[config.mk]
export PLATFORM = sky130hd
export DESIGN_NAME = state_flag_value_table_unit
export DESIGN_NICKNAME = d
export VERILOG_FILES = /design/src/hw/rtl/sfvt_pkg.sv /design/src/hw/rtl/sfvt_ram.sv /design/src/hw/rtl/sfvt_front.sv /design/src/hw/rtl/sfvt_engine.sv /design/src/hw/rtl/state_flag_value_table_unit.sv
export SDC_FILE = /design/constraint.sdc
export NUM_CORES = 1
export LEC_CHECK = 0
export ABC_CLOCK_PERIOD_IN_PS = 7350
export CAP_MARGIN = 25
export CORE_UTILIZATION = 55
export DETAILED_ROUTE_END_ITERATION = 10
export DONT_BUFFER_PORTS = 1
export GPL_TIMING_DRIVEN = 0
export PLACE_DENSITY_LB_ADDON = 0.08
export SLEW_MARGIN = 5
export SYNTH_ARGS = -nofsm -noshare
export SYNTH_HDL_FRONTEND = slang
export SYNTH_HIERARCHICAL = 1
export SYNTH_SLANG_ARGS = --single-unit
[constraint.sdc]
create_clock -name clk -period 7.35 [get_ports clk]
set_input_delay 1.47 -clock clk [delete_from_list [all_inputs] [get_ports clk]]
set_output_delay 1.47 -clock clk [all_outputs]
set_load 0.01 [all_outputs]
[src/hw/rtl/sfvt_pkg.sv]
// Shared types and constants for the state flag value table.
package sfvt_pkg;

    localparam int TableDepthDefault = 16;
    localparam int FlagBitsDefault   = 8;
    localparam int ValueBitsDefault  = 32;
    localparam int QueueDepth        = 2;

    typedef enum logic [1:0] {
        CMD_SET   = 2'd0,
        CMD_UNSET = 2'd1,
        CMD_GET   = 2'd2,
        CMD_NONE  = 2'd3
    } cmd_t;

    typedef enum logic [2:0] {
        ST_EXACT    = 3'd0,
        ST_FALLBACK = 3'd1,
        ST_DEFAULT  = 3'd2,
        ST_STORED   = 3'd3,
        ST_REMOVED  = 3'd4,
        ST_ABSENT   = 3'd5,
        ST_FULL     = 3'd6
    } status_t;

endpackage

[src/hw/rtl/sfvt_ram.sv]
// Generic RAM with one write port, one read port and registered read.
module sfvt_ram #(
    parameter int WIDTH = 8,
    parameter int DEPTH = 16
) (
    input  logic                     clk,
    input  logic                     we,
    input  logic [$clog2(DEPTH > 1 ? DEPTH : 2)-1:0] waddr,
    input  logic [WIDTH-1:0]         wdata,
    input  logic [$clog2(DEPTH > 1 ? DEPTH : 2)-1:0] raddr,
    output logic [WIDTH-1:0]         rdata
);
    logic [WIDTH-1:0] mem [DEPTH];

    always_ff @(posedge clk)
    begin
        if (we)
        begin
            mem[waddr] <= wdata;
        end
        rdata <= mem[raddr];
    end
endmodule

[src/hw/rtl/sfvt_front.sv]
// Input side: takes commands and queues them for the engine.
module sfvt_front #(
    parameter int FLAG_BITS  = sfvt_pkg::FlagBitsDefault,
    parameter int VALUE_BITS = sfvt_pkg::ValueBitsDefault
) (
    input  logic                  clk,
    input  logic                  rst_n,
    input  logic                  in_valid,
    output logic                  in_ready,
    input  logic [1:0]            in_cmd,
    input  logic [FLAG_BITS-1:0]  in_key,
    input  logic [VALUE_BITS-1:0] in_val,
    output logic                  q_valid,
    input  logic                  q_pop,
    output sfvt_pkg::cmd_t        q_cmd,
    output logic [FLAG_BITS-1:0]  q_key,
    output logic [VALUE_BITS-1:0] q_val
);
    import sfvt_pkg::*;

    cmd_t                  cmd_reg [QueueDepth];
    logic [FLAG_BITS-1:0]  key_reg [QueueDepth];
    logic [VALUE_BITS-1:0] val_reg [QueueDepth];
    logic                  wp_reg, rp_reg;
    logic [1:0]            cnt_reg;
    logic                  push;

    assign in_ready = (cnt_reg != 2'(QueueDepth));
    assign push     = in_valid && in_ready;
    assign q_valid  = (cnt_reg != 2'd0);
    assign q_cmd    = cmd_reg[rp_reg];
    assign q_key    = key_reg[rp_reg];
    assign q_val    = val_reg[rp_reg];

    always_ff @(posedge clk)
    begin
        if (push)
        begin
            cmd_reg[wp_reg] <= cmd_t'(in_cmd);
            key_reg[wp_reg] <= in_key;
            val_reg[wp_reg] <= in_val;
        end
    end

    always_ff @(posedge clk or negedge rst_n)
    begin
        if (!rst_n)
        begin
            wp_reg  <= 1'b0;
            rp_reg  <= 1'b0;
            cnt_reg <= 2'd0;
        end
        else
        begin
            if (push)
            begin
                wp_reg <= ~wp_reg;
            end
            if (q_pop)
            begin
                rp_reg <= ~rp_reg;
            end
            cnt_reg <= cnt_reg + 2'(push) - 2'(q_pop);
        end
    end
endmodule

[src/hw/rtl/sfvt_engine.sv]
// Back end: searches, shifts and reads the sorted entries one step a cycle unless output stalls.
module sfvt_engine #(
    parameter int TABLE_DEPTH = sfvt_pkg::TableDepthDefault,
    parameter int FLAG_BITS   = sfvt_pkg::FlagBitsDefault,
    parameter int VALUE_BITS  = sfvt_pkg::ValueBitsDefault
) (
    input  logic                  clk,
    input  logic                  rst_n,
    input  logic [31:0]           miss_word,
    input  logic                  q_valid,
    output logic                  q_pop,
    input  sfvt_pkg::cmd_t        q_cmd,
    input  logic [FLAG_BITS-1:0]  q_key,
    input  logic [VALUE_BITS-1:0] q_val,
    output logic                  out_valid,
    input  logic                  out_ready,
    output logic [2:0]            out_status,
    output logic [31:0]           out_value,
    output logic [4:0]            out_count
);
    import sfvt_pkg::*;

    localparam int AW = $clog2(TABLE_DEPTH > 1 ? TABLE_DEPTH : 2);
    localparam int CW = $clog2(TABLE_DEPTH + 1);

    typedef enum logic [3:0] {
        S_IDLE, S_SRCH, S_SRCHW, S_INS, S_INSW, S_DEL, S_DELW,
        S_WR, S_SCAN, S_SCANW, S_VRD, S_VRDW, S_DONE
    } state_t;

    state_t                state_reg;
    cmd_t                  cmd_reg;
    logic [FLAG_BITS-1:0]  key_reg;
    logic [VALUE_BITS-1:0] val_reg;
    logic [CW-1:0]         used_reg;
    logic [CW-1:0]         idx_reg;
    logic [2:0]            stat_reg;
    logic [31:0]           rval_reg;
    logic                  ovalid_reg;
    logic [2:0]            ostat_reg;
    logic [31:0]           oval_reg;
    logic [4:0]            ocnt_reg;

    logic                  kwe, vwe;
    logic [AW-1:0]         kwa, vwa, kra, vra;
    logic [FLAG_BITS-1:0]  kwd, krd;
    logic [VALUE_BITS-1:0] vwd, vrd;
    logic [31:0]           vrd32;

    sfvt_ram #(.WIDTH(FLAG_BITS), .DEPTH(TABLE_DEPTH)) u_keys (
        .clk(clk), .we(kwe), .waddr(kwa), .wdata(kwd), .raddr(kra), .rdata(krd));
    sfvt_ram #(.WIDTH(VALUE_BITS), .DEPTH(TABLE_DEPTH)) u_vals (
        .clk(clk), .we(vwe), .waddr(vwa), .wdata(vwd), .raddr(vra), .rdata(vrd));

    always_comb
    begin
        vrd32 = '0;
        vrd32[(VALUE_BITS > 32 ? 32 : VALUE_BITS)-1:0] =
            vrd[(VALUE_BITS > 32 ? 32 : VALUE_BITS)-1:0];
    end

    assign q_pop      = (state_reg == S_IDLE) && q_valid && !ovalid_reg;
    assign out_valid  = ovalid_reg;
    assign out_status = ostat_reg;
    assign out_value  = oval_reg;
    assign out_count  = ocnt_reg;

    // Memory control follows the state; an entry moves by a read in S_INS/S_DEL, then a write.
    always_comb
    begin
        kwe = 1'b0;
        vwe = 1'b0;
        kwa = idx_reg[AW-1:0];
        vwa = idx_reg[AW-1:0];
        kwd = krd;
        vwd = vrd;
        kra = idx_reg[AW-1:0];
        vra = idx_reg[AW-1:0];
        case (state_reg)
            S_INS:
            begin
                kra = AW'(idx_reg - CW'(1));
                vra = AW'(idx_reg - CW'(1));
            end
            S_INSW:
            begin
                kwe = 1'b1;
                vwe = 1'b1;
            end
            S_DEL:
            begin
                kra = AW'(idx_reg + CW'(1));
                vra = AW'(idx_reg + CW'(1));
            end
            S_DELW:
            begin
                kwe = 1'b1;
                vwe = 1'b1;
            end
            S_WR:
            begin
                kwe = 1'b1;
                vwe = 1'b1;
                kwd = key_reg;
                vwd = val_reg;
            end
            S_SCAN:
            begin
                // The scan looks at the entry just below the current index.
                kra = AW'(idx_reg - CW'(1));
            end
            default:
            begin
            end
        endcase
    end

    always_ff @(posedge clk)
    begin
        if (q_pop)
        begin
            cmd_reg <= q_cmd;
            key_reg <= q_key;
            val_reg <= q_val;
        end
    end

    always_ff @(posedge clk or negedge rst_n)
    begin
        if (!rst_n)
        begin
            state_reg  <= S_IDLE;
            used_reg   <= '0;
            idx_reg    <= '0;
            stat_reg   <= ST_ABSENT;
            rval_reg   <= '0;
            ovalid_reg <= 1'b0;
            ostat_reg  <= '0;
            oval_reg   <= '0;
            ocnt_reg   <= '0;
        end
        else
        begin
            if (ovalid_reg && out_ready && state_reg != S_DONE)
            begin
                ovalid_reg <= 1'b0;
            end
            case (state_reg)
                S_IDLE:
                begin
                    if (q_pop)
                    begin
                        idx_reg  <= '0;
                        rval_reg <= '0;
                        stat_reg <= ST_ABSENT;
                        state_reg <= (q_cmd == CMD_NONE) ? S_DONE : S_SRCH;
                    end
                end
                S_SRCH:
                begin
                    if (idx_reg >= used_reg)
                    begin
                        // Key is beyond every stored entry.
                        if (cmd_reg == CMD_SET)
                        begin
                            if (used_reg == CW'(TABLE_DEPTH))
                            begin
                                stat_reg  <= ST_FULL;
                                state_reg <= S_DONE;
                            end
                            else
                            begin
                                idx_reg   <= used_reg;
                                state_reg <= S_WR;
                            end
                        end
                        else if (cmd_reg == CMD_GET)
                        begin
                            state_reg <= S_SCAN;
                        end
                        else
                        begin
                            state_reg <= S_DONE;
                        end
                    end
                    else
                    begin
                        state_reg <= S_SRCHW;
                    end
                end
                S_SRCHW:
                begin
                    if (krd < key_reg)
                    begin
                        idx_reg   <= idx_reg + CW'(1);
                        state_reg <= S_SRCH;
                    end
                    else if (krd == key_reg)
                    begin
                        case (cmd_reg)
                            CMD_SET:   state_reg <= S_WR;
                            CMD_UNSET: state_reg <= S_DEL;
                            default:   state_reg <= S_VRD;
                        endcase
                    end
                    else
                    begin
                        case (cmd_reg)
                            CMD_SET:
                            begin
                                if (used_reg == CW'(TABLE_DEPTH))
                                begin
                                    stat_reg  <= ST_FULL;
                                    state_reg <= S_DONE;
                                end
                                else
                                begin
                                    // Shift from the top down to make room.
                                    idx_reg   <= used_reg;
                                    rval_reg  <= 32'(idx_reg);
                                    state_reg <= S_INS;
                                end
                            end
                            CMD_GET:
                            begin
                                idx_reg   <= idx_reg + CW'(1);
                                state_reg <= S_SCAN;
                            end
                            default: state_reg <= S_DONE;
                        endcase
                    end
                end
                S_INS:
                begin
                    if (idx_reg == CW'(rval_reg))
                    begin
                        // Marks the write that follows as a new entry.
                        rval_reg  <= '0;
                        stat_reg  <= ST_STORED;
                        state_reg <= S_WR;
                    end
                    else
                    begin
                        state_reg <= S_INSW;
                    end
                end
                S_INSW:
                begin
                    idx_reg   <= idx_reg - CW'(1);
                    state_reg <= S_INS;
                end
                S_WR:
                begin
                    if (idx_reg == used_reg || stat_reg == ST_STORED)
                    begin
                        used_reg <= used_reg + CW'(1);
                    end
                    stat_reg  <= ST_STORED;
                    state_reg <= S_DONE;
                end
                S_DEL:
                begin
                    if (idx_reg + CW'(1) >= used_reg)
                    begin
                        used_reg  <= used_reg - CW'(1);
                        stat_reg  <= ST_REMOVED;
                        state_reg <= S_DONE;
                    end
                    else
                    begin
                        state_reg <= S_DELW;
                    end
                end
                S_DELW:
                begin
                    idx_reg   <= idx_reg + CW'(1);
                    state_reg <= S_DEL;
                end
                S_SCAN:
                begin
                    if (idx_reg == '0)
                    begin
                        stat_reg  <= ST_DEFAULT;
                        rval_reg  <= miss_word;
                        state_reg <= S_DONE;
                    end
                    else
                    begin
                        idx_reg   <= idx_reg - CW'(1);
                        state_reg <= S_SCANW;
                    end
                end
                S_SCANW:
                begin
                    if (krd == '0 || ((krd & key_reg) != '0 && (krd & ~key_reg) == '0))
                    begin
                        stat_reg  <= ST_FALLBACK;
                        state_reg <= S_VRD;
                    end
                    else
                    begin
                        state_reg <= S_SCAN;
                    end
                end
                S_VRD:
                begin
                    state_reg <= S_VRDW;
                end
                S_VRDW:
                begin
                    if (stat_reg != ST_FALLBACK)
                    begin
                        stat_reg <= ST_EXACT;
                    end
                    rval_reg  <= vrd32;
                    state_reg <= S_DONE;
                end
                S_DONE:
                begin
                    if (!ovalid_reg || out_ready)
                    begin
                        ovalid_reg <= 1'b1;
                        ostat_reg  <= stat_reg;
                        oval_reg   <= (cmd_reg == CMD_GET) ? rval_reg : '0;
                        ocnt_reg   <= 5'(used_reg);
                        state_reg  <= S_IDLE;
                    end
                end
                default: state_reg <= S_IDLE;
            endcase
        end
    end
endmodule

[src/hw/rtl/state_flag_value_table_unit.sv]
// Top level of the sorted state flag value table.
//  channel | dir | fields (low bit up)
//  s_axis  | in  | tdata: command[1:0], state_flags, write_value
//  m_axis  | out | tdata: status[2:0], read_value, entry_count
//  cfg     | in  | cfg_wdata: word returned by a get that finds neither an exact nor a fallback match
// A command walks the search through the sorted entries one at a time and, on insert
// or removal, shifts entries one at a time in the entry memories; the engine takes
// no new command until the result of the last one has been handed on.
// Reset empties the table at once; stored entries are never cleared.
// A two-beat queue lets input arrive while the engine or output stalls.
module state_flag_value_table_unit #(
    parameter int TABLE_DEPTH = sfvt_pkg::TableDepthDefault,
    parameter int FLAG_BITS   = sfvt_pkg::FlagBitsDefault,
    parameter int VALUE_BITS  = sfvt_pkg::ValueBitsDefault
) (
    input  logic        clk,
    input  logic        rst_n,
    input  logic        cfg_we,
    input  logic [31:0] cfg_wdata,
    input  logic        s_axis_tvalid,
    output logic        s_axis_tready,
    // command, state_flags, write_value
    input  logic [((2 + FLAG_BITS + VALUE_BITS + 7) / 8) * 8 - 1:0] s_axis_tdata,
    output logic        m_axis_tvalid,
    input  logic        m_axis_tready,
    // status, read_value, entry_count
    output logic [47:0] m_axis_tdata
);
    import sfvt_pkg::*;

    logic [31:0]           default_reg;
    logic                  q_valid, q_pop;
    cmd_t                  q_cmd;
    logic [FLAG_BITS-1:0]  q_key;
    logic [VALUE_BITS-1:0] q_val;
    logic [2:0]            st;
    logic [31:0]           rv;
    logic [4:0]            cnt;

    always_ff @(posedge clk or negedge rst_n)
    begin
        if (!rst_n)
        begin
            default_reg <= '0;
        end
        else if (cfg_we)
        begin
            default_reg <= cfg_wdata;
        end
    end

    sfvt_front #(.FLAG_BITS(FLAG_BITS), .VALUE_BITS(VALUE_BITS)) u_front (
        .clk(clk), .rst_n(rst_n),
        .in_valid(s_axis_tvalid), .in_ready(s_axis_tready),
        .in_cmd(s_axis_tdata[1:0]),
        .in_key(s_axis_tdata[2 +: FLAG_BITS]),
        .in_val(s_axis_tdata[2 + FLAG_BITS +: VALUE_BITS]),
        .q_valid(q_valid), .q_pop(q_pop), .q_cmd(q_cmd), .q_key(q_key), .q_val(q_val));

    sfvt_engine #(.TABLE_DEPTH(TABLE_DEPTH), .FLAG_BITS(FLAG_BITS),
                  .VALUE_BITS(VALUE_BITS)) u_engine (
        .clk(clk), .rst_n(rst_n), .miss_word(default_reg),
        .q_valid(q_valid), .q_pop(q_pop), .q_cmd(q_cmd), .q_key(q_key), .q_val(q_val),
        .out_valid(m_axis_tvalid), .out_ready(m_axis_tready),
        .out_status(st), .out_value(rv), .out_count(cnt));

    assign m_axis_tdata = {8'd0, cnt, rv, st};

    a_status_range: assert property (@(posedge clk) disable iff (!rst_n)
        m_axis_tvalid |-> (m_axis_tdata[2:0] != 3'd7))
        else $error("illegal status");
    a_count_bound: assert property (@(posedge clk) disable iff (!rst_n)
        m_axis_tvalid |-> (m_axis_tdata[39:35] <= 5'(TABLE_DEPTH)))
        else $error("entry count beyond depth");
    a_nonget_zero: assert property (@(posedge clk) disable iff (!rst_n)
        (m_axis_tvalid && (m_axis_tdata[2:0] == ST_STORED || m_axis_tdata[2:0] == ST_REMOVED))
        |-> (m_axis_tdata[34:3] == 32'd0))
        else $error("value on non-get result");
endmodule

-- Word level (Yosys, flattened, before mapping)
Memories as Yosys holds them, arrays and structs flattened. A register that Yosys moved wholly into a read port is not among the register bits.
Index checks and enable logic that the tools add are counted.
- add/subtract/negate cells: 6
- order comparisons: 3
- eq/ne operators: 40
- muxes and demuxes: 62
- bitwise logic cells: 5
- reduce and logical (&&, ||, !) cells: 30
- operators with widths (kind ; count):
    32-bit 2-to-1 mux ; 9
    32-bit one-hot mux with 5 select lines ; 1
    4-bit one-hot mux with 12 select lines ; 1
    5-bit 2-to-1 mux ; 9
    4-bit 2-to-1 mux ; 10
    3-bit 2-to-1 mux ; 13
    4-bit one-hot mux with 2 select lines ; 4
    5-bit one-hot mux with 6 select lines ; 1
    3-bit one-hot mux with 9 select lines ; 1
    4-bit equality test, second input constant ; 5
    2-bit by 1-bit inequality test with 1-bit output, second input constant ; 10
    5-bit one-hot mux with 2 select lines ; 2
    8-bit AND ; 2
    4-bit by 3-bit equality test with 1-bit output, second input constant ; 4
    8-bit zero test ; 2
    2-bit inequality test, second input constant ; 6
    5-bit by 1-bit adder with 5-bit output, second input constant ; 2
    5-bit equality test ; 2
    5-bit greater-or-equal comparator ; 2
    10-bit AND reduction ; 1
    5-bit by 1-bit subtractor with 5-bit output, second input constant ; 2
    9-bit nonzero test ; 1
    4-bit by 2-bit equality test with 1-bit output, second input constant ; 2
    8-bit equality test ; 1
    33 further kinds ; 53
- bits in registers: 128
- memory bits (writable): 724
- input bits: 85
- logic and storage cells: 165
- memories: 5
- memory list (memory ; depth ; width ; rd ports ; clocked after Yosys merged registers in ; wr ports ; line ; RTL):
    u_engine.u_vals.mem ; 16 ; 32 ; 1 ; 1 ; 1 ; sfvt_ram.sv:13 ; logic [WIDTH-1:0] mem [DEPTH];
    u_engine.u_keys.mem ; 16 ; 8 ; 1 ; 1 ; 1 ; sfvt_ram.sv:13 ;
    u_front.val_reg ; 2 ; 32 ; 1 ; 1 ; 1 ; sfvt_front.sv:23 ; logic [VALUE_BITS-1:0] val_reg [QueueDepth];
    u_front.key_reg ; 2 ; 8 ; 1 ; 1 ; 1 ; sfvt_front.sv:22 ; logic [FLAG_BITS-1:0] key_reg [QueueDepth];
    u_front.cmd_reg ; 2 ; 2 ; 1 ; 0 ; 1 ; sfvt_front.sv:21 ; cmd_t cmd_reg [QueueDepth];

-- Depth between registers and ports, before layout
- depth after elaboration: 7
- mapped depth: 13
- gate-level depth less buffers: 9

-- By module
Netlist, hierarchy kept.
- by module, submodules not included (module ; times used ; cells each ; area each (µm²)):
    sfvt_ram (u_engine.u_vals) ; 1 ; 838 ; 19835.3
    sfvt_engine ; 1 ; 722 ; 7567.3
    sfvt_ram (u_engine.u_keys) ; 1 ; 229 ; 5147.4
    sfvt_front ; 1 ; 148 ; 3225.6
    state_flag_value_table_unit ; 1 ; 77 ; 1408.9

-- Worst setup path after synthesis
No wires, ideal clock.
- path kind: register to register
- from: register u_engine.state_reg[3]
- to: memory u_engine/u_vals/mem[0][0] in the netlist's numbering (enable)
- setup time: 461 ps
- arrival time: 3893 ps
- required time: 6889 ps
- setup slack: 2996 ps
- stages on the path, launching flop included: 7
- buffers on the path: 2
- path through: dfrtp_1 -> buf_2 -> clkbuf_1 -> nand2b_1 -> nor2_1 -> or3b_2 -> nor3_1
- cells in the longest elaborated chain, start to end: 5
- elaborated cells on any way between the ends: 7
- RTL lines (element ; line ; RTL):
    from (decl) ; sfvt_engine.sv:31 ; state_t state_reg;
    from (signal assigned) ; sfvt_engine.sv:156 ; state_reg <= (q_cmd == CMD_NONE) ? S_DONE : S_SRCH;
    4-bit by 3-bit equality test with 1-bit output ; n/a ;
    3-bit OR reduction (no line) (*) ; n/a ;
    1-bit 2-to-1 mux (*) ; n/a ;
    net u_engine.kwe ; sfvt_engine.sv:44 ; logic kwe, vwe;
    1-bit 2-to-1 mux (*) ; sfvt_ram.sv:17 ; if (we)
    1-bit 2-to-1 mux (not written as such) (*) ; sfvt_ram.sv:19 ; mem[waddr] <= wdata;
    to (decl) ; sfvt_ram.sv:13 ;
Mark *: on every way through the listed nets, which the timed path passes. The rest lies on a longest branch.

-- Worst setup path in the final report
- from: register u_engine.idx_reg[0]
- to: register u_engine.u_vals.rdata[3], read port of u_engine.u_vals.mem
- cells in the longest elaborated chain, start to end: 2
- elaborated cells on any way between the ends: 3
- RTL lines (element ; line ; RTL):
    from (decl) ; sfvt_engine.sv:36 ; logic [CW-1:0] idx_reg;
    from (signal assigned) ; sfvt_engine.sv:173 ; idx_reg <= used_reg;
    from (signal assigned) ; sfvt_engine.sv:195 ; idx_reg <= idx_reg + CW'(1);
    from (signal assigned) ; sfvt_engine.sv:219 ; idx_reg <= used_reg;
    5-bit by 1-bit adder with 5-bit output / 5-bit by 1-bit subtractor with 5-bit output (equally long branches) ; sfvt_engine.sv:93, sfvt_engine.sv:83 ;
    4-bit one-hot mux with 2 select lines (*) ; sfvt_engine.sv:79 ; case (state_reg)
    net u_engine.vra[1] ; sfvt_engine.sv:45 ; logic [AW-1:0] kwa, vwa, kra, vra;
    to (decl) ; sfvt_ram.sv:11 ; output logic [WIDTH-1:0] rdata
Marked as above.
A chain may end at the register's enable or synchronous reset.

==> out/qor.yml <==
place:
  routabilityCongestion: 0.878
  place_ws_ns: 2.85
  post-dp-hpwl_um: 61200
  port_buffers: 0
  place_inst: 2932
synth:
  ys.flop_type: "edfxtp_1"
  synth_area_sq_mm: 0.0372
  ys_warn_count: 6
  syn_inst: 2014
  synth-edff-count: 766
  avgSynthCellArea_sq_um: 18.5
  ys_ff_latch: 932
  ys_types: 78
  ys_async_sr_fraction: 0.135
  ys_seq_area_frac: 0.725
timing:
  finalHoldViolations: 0
  report.final.slew_viol_count: 0
  fin_crit_sh: 0.628
  whs_ns: 0.515
  rsz0062_at_grt: "no"
  slew_headroom: 0.284
  fin_ws_ns: 2.74
  fin_crit_ns: 4.61
  fmax_mhz: 217
  setup_viol: 0
  fin_skew_ns: 0.0160
  worst_pin_slew_ns: 1.07
route:
  drt_pass1_iterations: 5
  via_per_inst: 6.20
  wl_per_cell_um: 28.7
  remaining_drc_errors: 0
  vias: 19300
  wl_um: 89300
  drt-initial-drc-count: 1912
  postRouteAntennaNets: 0
grt:
  grt_pass1_vias: 19600
  grt_usage: 0.267
  grt_pass1_wl_um: 130000
  antenna_found_initial: 6
  grt_remaining_overflow: 0
  grt_max_degree: 127
worst_setup_path:
  r2r_end: "u_engine/u_vals/rdata[3]"
  endpoint: "u_engine/u_vals/rdata[3]"
  critPathLaunch: "u_engine/idx_reg[0]"
  cp-end-kind: "flop"
  r2r.worst_path.cells: 10
  crit_type: "flop to flop"
  r2r-start: "u_engine/idx_reg[0]"
  worst_path_largest_cell_delay_ns: 0.93
  r2r_slack_ns: 2.74
  crit_arrival_ns: 5.14
  worstPathMaxFanout: 18
  path_buf_inv: 4
  worst_ep_required_time_ns: 7.88
  cp_slowest_cell: "dfrtp_1"
  path_delay_family: "buffers and inverters"
  path_cells: "clkbuf_1, inv_1, ha_1, a211oi_1, a21oi_1, buf_2, buf_1, mux4_2, a22oi_1, nand2_1"
  start_kind: "flop"
  cp.depth: 10
floorplanning:
  die_area_sq_mm: 0.0687
  start_util: 0.561
  core_sq_mm: 0.0663
  fp.dieW_um: 262
  die_h_um: 262
  rows: 94
  pin_count: 135
power_and_ir_drop:
  p_sw_frac: 0.338
  p_total_mw: 18.8
  pwr-share-comb: 0.353
  clockPowerShare: 0.247
  leakage_nw: 14.5
  switchingPower_mw: 6.34
  pwr-share-seq: 0.400
  ir_drop_mv: 0.221
  internal-power_mw: 12.4
  power_density_mw_per_mm2: 445
final_layout:
  area_delta_synth_final_pct: 13.3
  finalCoreUtilization: 0.635
  nets: 2283
  final_cell_mix: "766 x edfxtp_1, 158 x nand2_1, 146 x mux4_2, 124 x dfrtp_1, 94 x clkbuf_16"
  largest_reg_flops: 512
  nFillCells: 4663
  layout_commonest_cell: "edfxtp_1"
  drive_above_1_share: 0.235
  regArea_sq_mm: 0.0270
  fin_cells: 3108
  multi_input_area_sq_mm: 0.00963
clocking:
  postCtsSetupRepairBufs: 0
  root_buffer: "clkbuf_16"
  h-tree-depth: 3
  cts-resized-gates: 0
  cts.sinks: 932
  numCtsBuffers: 93
  cts_tree: "done"
  ctsHoldBuffers: 0
  clk_pin_slew_ns: 0.06
  clk_path_buf_depth: 3
  insertion_delay_ns: 0.65
worst_hold_path:
  hp-class: "primary input to async pin"
run_status:
  status: "complete, no violations"
job:
  maxCapViolCount: 0
## cell type report
| class | count | area share |
|---|---|---|
| Inverter | 22 | 0.00196 |
| Sequential cell | 932 | 0.640 |
| Clock buffer | 136 | 0.0629 |
| Clock inverter | 38 | 0.00861 |
| Antenna cell | 2 | 0.000119 |
| Buffer | 115 | 0.0157 |
| Tap cell | 864 | 0.0257 |
| Multi-Input combinational cell | 952 | 0.229 |
| Timing Repair Buffer | 47 | 0.0164 |
## synth_stat cells (22+ instances only)
cell type,instances,area (sq um)
buf_4,23,173
a22oi_1,89,668
a22o_1,28,245
mux4_2,146,3290
mux2_1,47,529
mux2_4,60,901
mux2_2,36,405
ha_1,34,425
dfrtp_1,124,3100
o21ai_0,59,295
dfxtp_1,40,801
clkbuf_1,47,176
nor2_1,56,210
a21oi_1,22,110
edfxtp_1,766,23000
nand2_1,158,593
## through the flow
step | instance area (sq um) | TNS (ns)
after floorplan | 37200 | 0
after global placement | 38300 | -13.12
after detailed placement | 39100 | 0
after CTS | 42100 | 0
after global routing | 42100 | 0
final | 42100 | 0
## how the worst min path moves through the flow
stage	from	endpoint	slack, ns	depth (start not counted)
finish	rst_n	u_engine/stat_reg[1]	0.52	0
global route	rst_n	u_engine/out_status[2]	0.49	0
CTS	rst_n	u_engine/stat_reg[1]	0.48	0
detailed placement	u_engine/rval_reg[15]	u_engine/rval_reg[15]	0.49	1
global placement	u_front/wp_reg	u_front/wp_reg	0.48	1
floorplan	u_engine/rval_reg[6]	u_engine/rval_reg[6]	0.46	1
## layer usage
metal,GRT usage,share of wire,vias to the layer above
met4,0.0979,0.035,6
met2,0.435,0.50,605
met5,0,0.00046,-
met1,0.361,0.41,10200
met3,0.0505,0.062,152
li1,-,-,8317
## logic make-up (layout without fill, tap and decap cells)
group,Yosys count,after routing,share of synthesized area
AO/OA/AOI/OAI,266,266,0.0498
XOR/XNOR,23,23,0.00542
adder cells (fa/ha/maj),35,35,0.0120
buffers and inverters,137,358,0.0200
flip-flops,932,932,0.725
multiplexers,306,306,0.148
other,1,10,0.000101
AND/OR/NAND/NOR,314,314,0.0393
## power groups by stage
stage	clock (mW)	combinational, mW	sequential (mW)
finish	4.64	6.61	7.50
detailed placement	0	6.62	7.62
global placement	0	6.37	7.64
floorplan	0	4.63	7.36
global route	4.91	7.09	7.56
CTS	4.72	6.64	7.51
(Power assumes the default switching activity.)
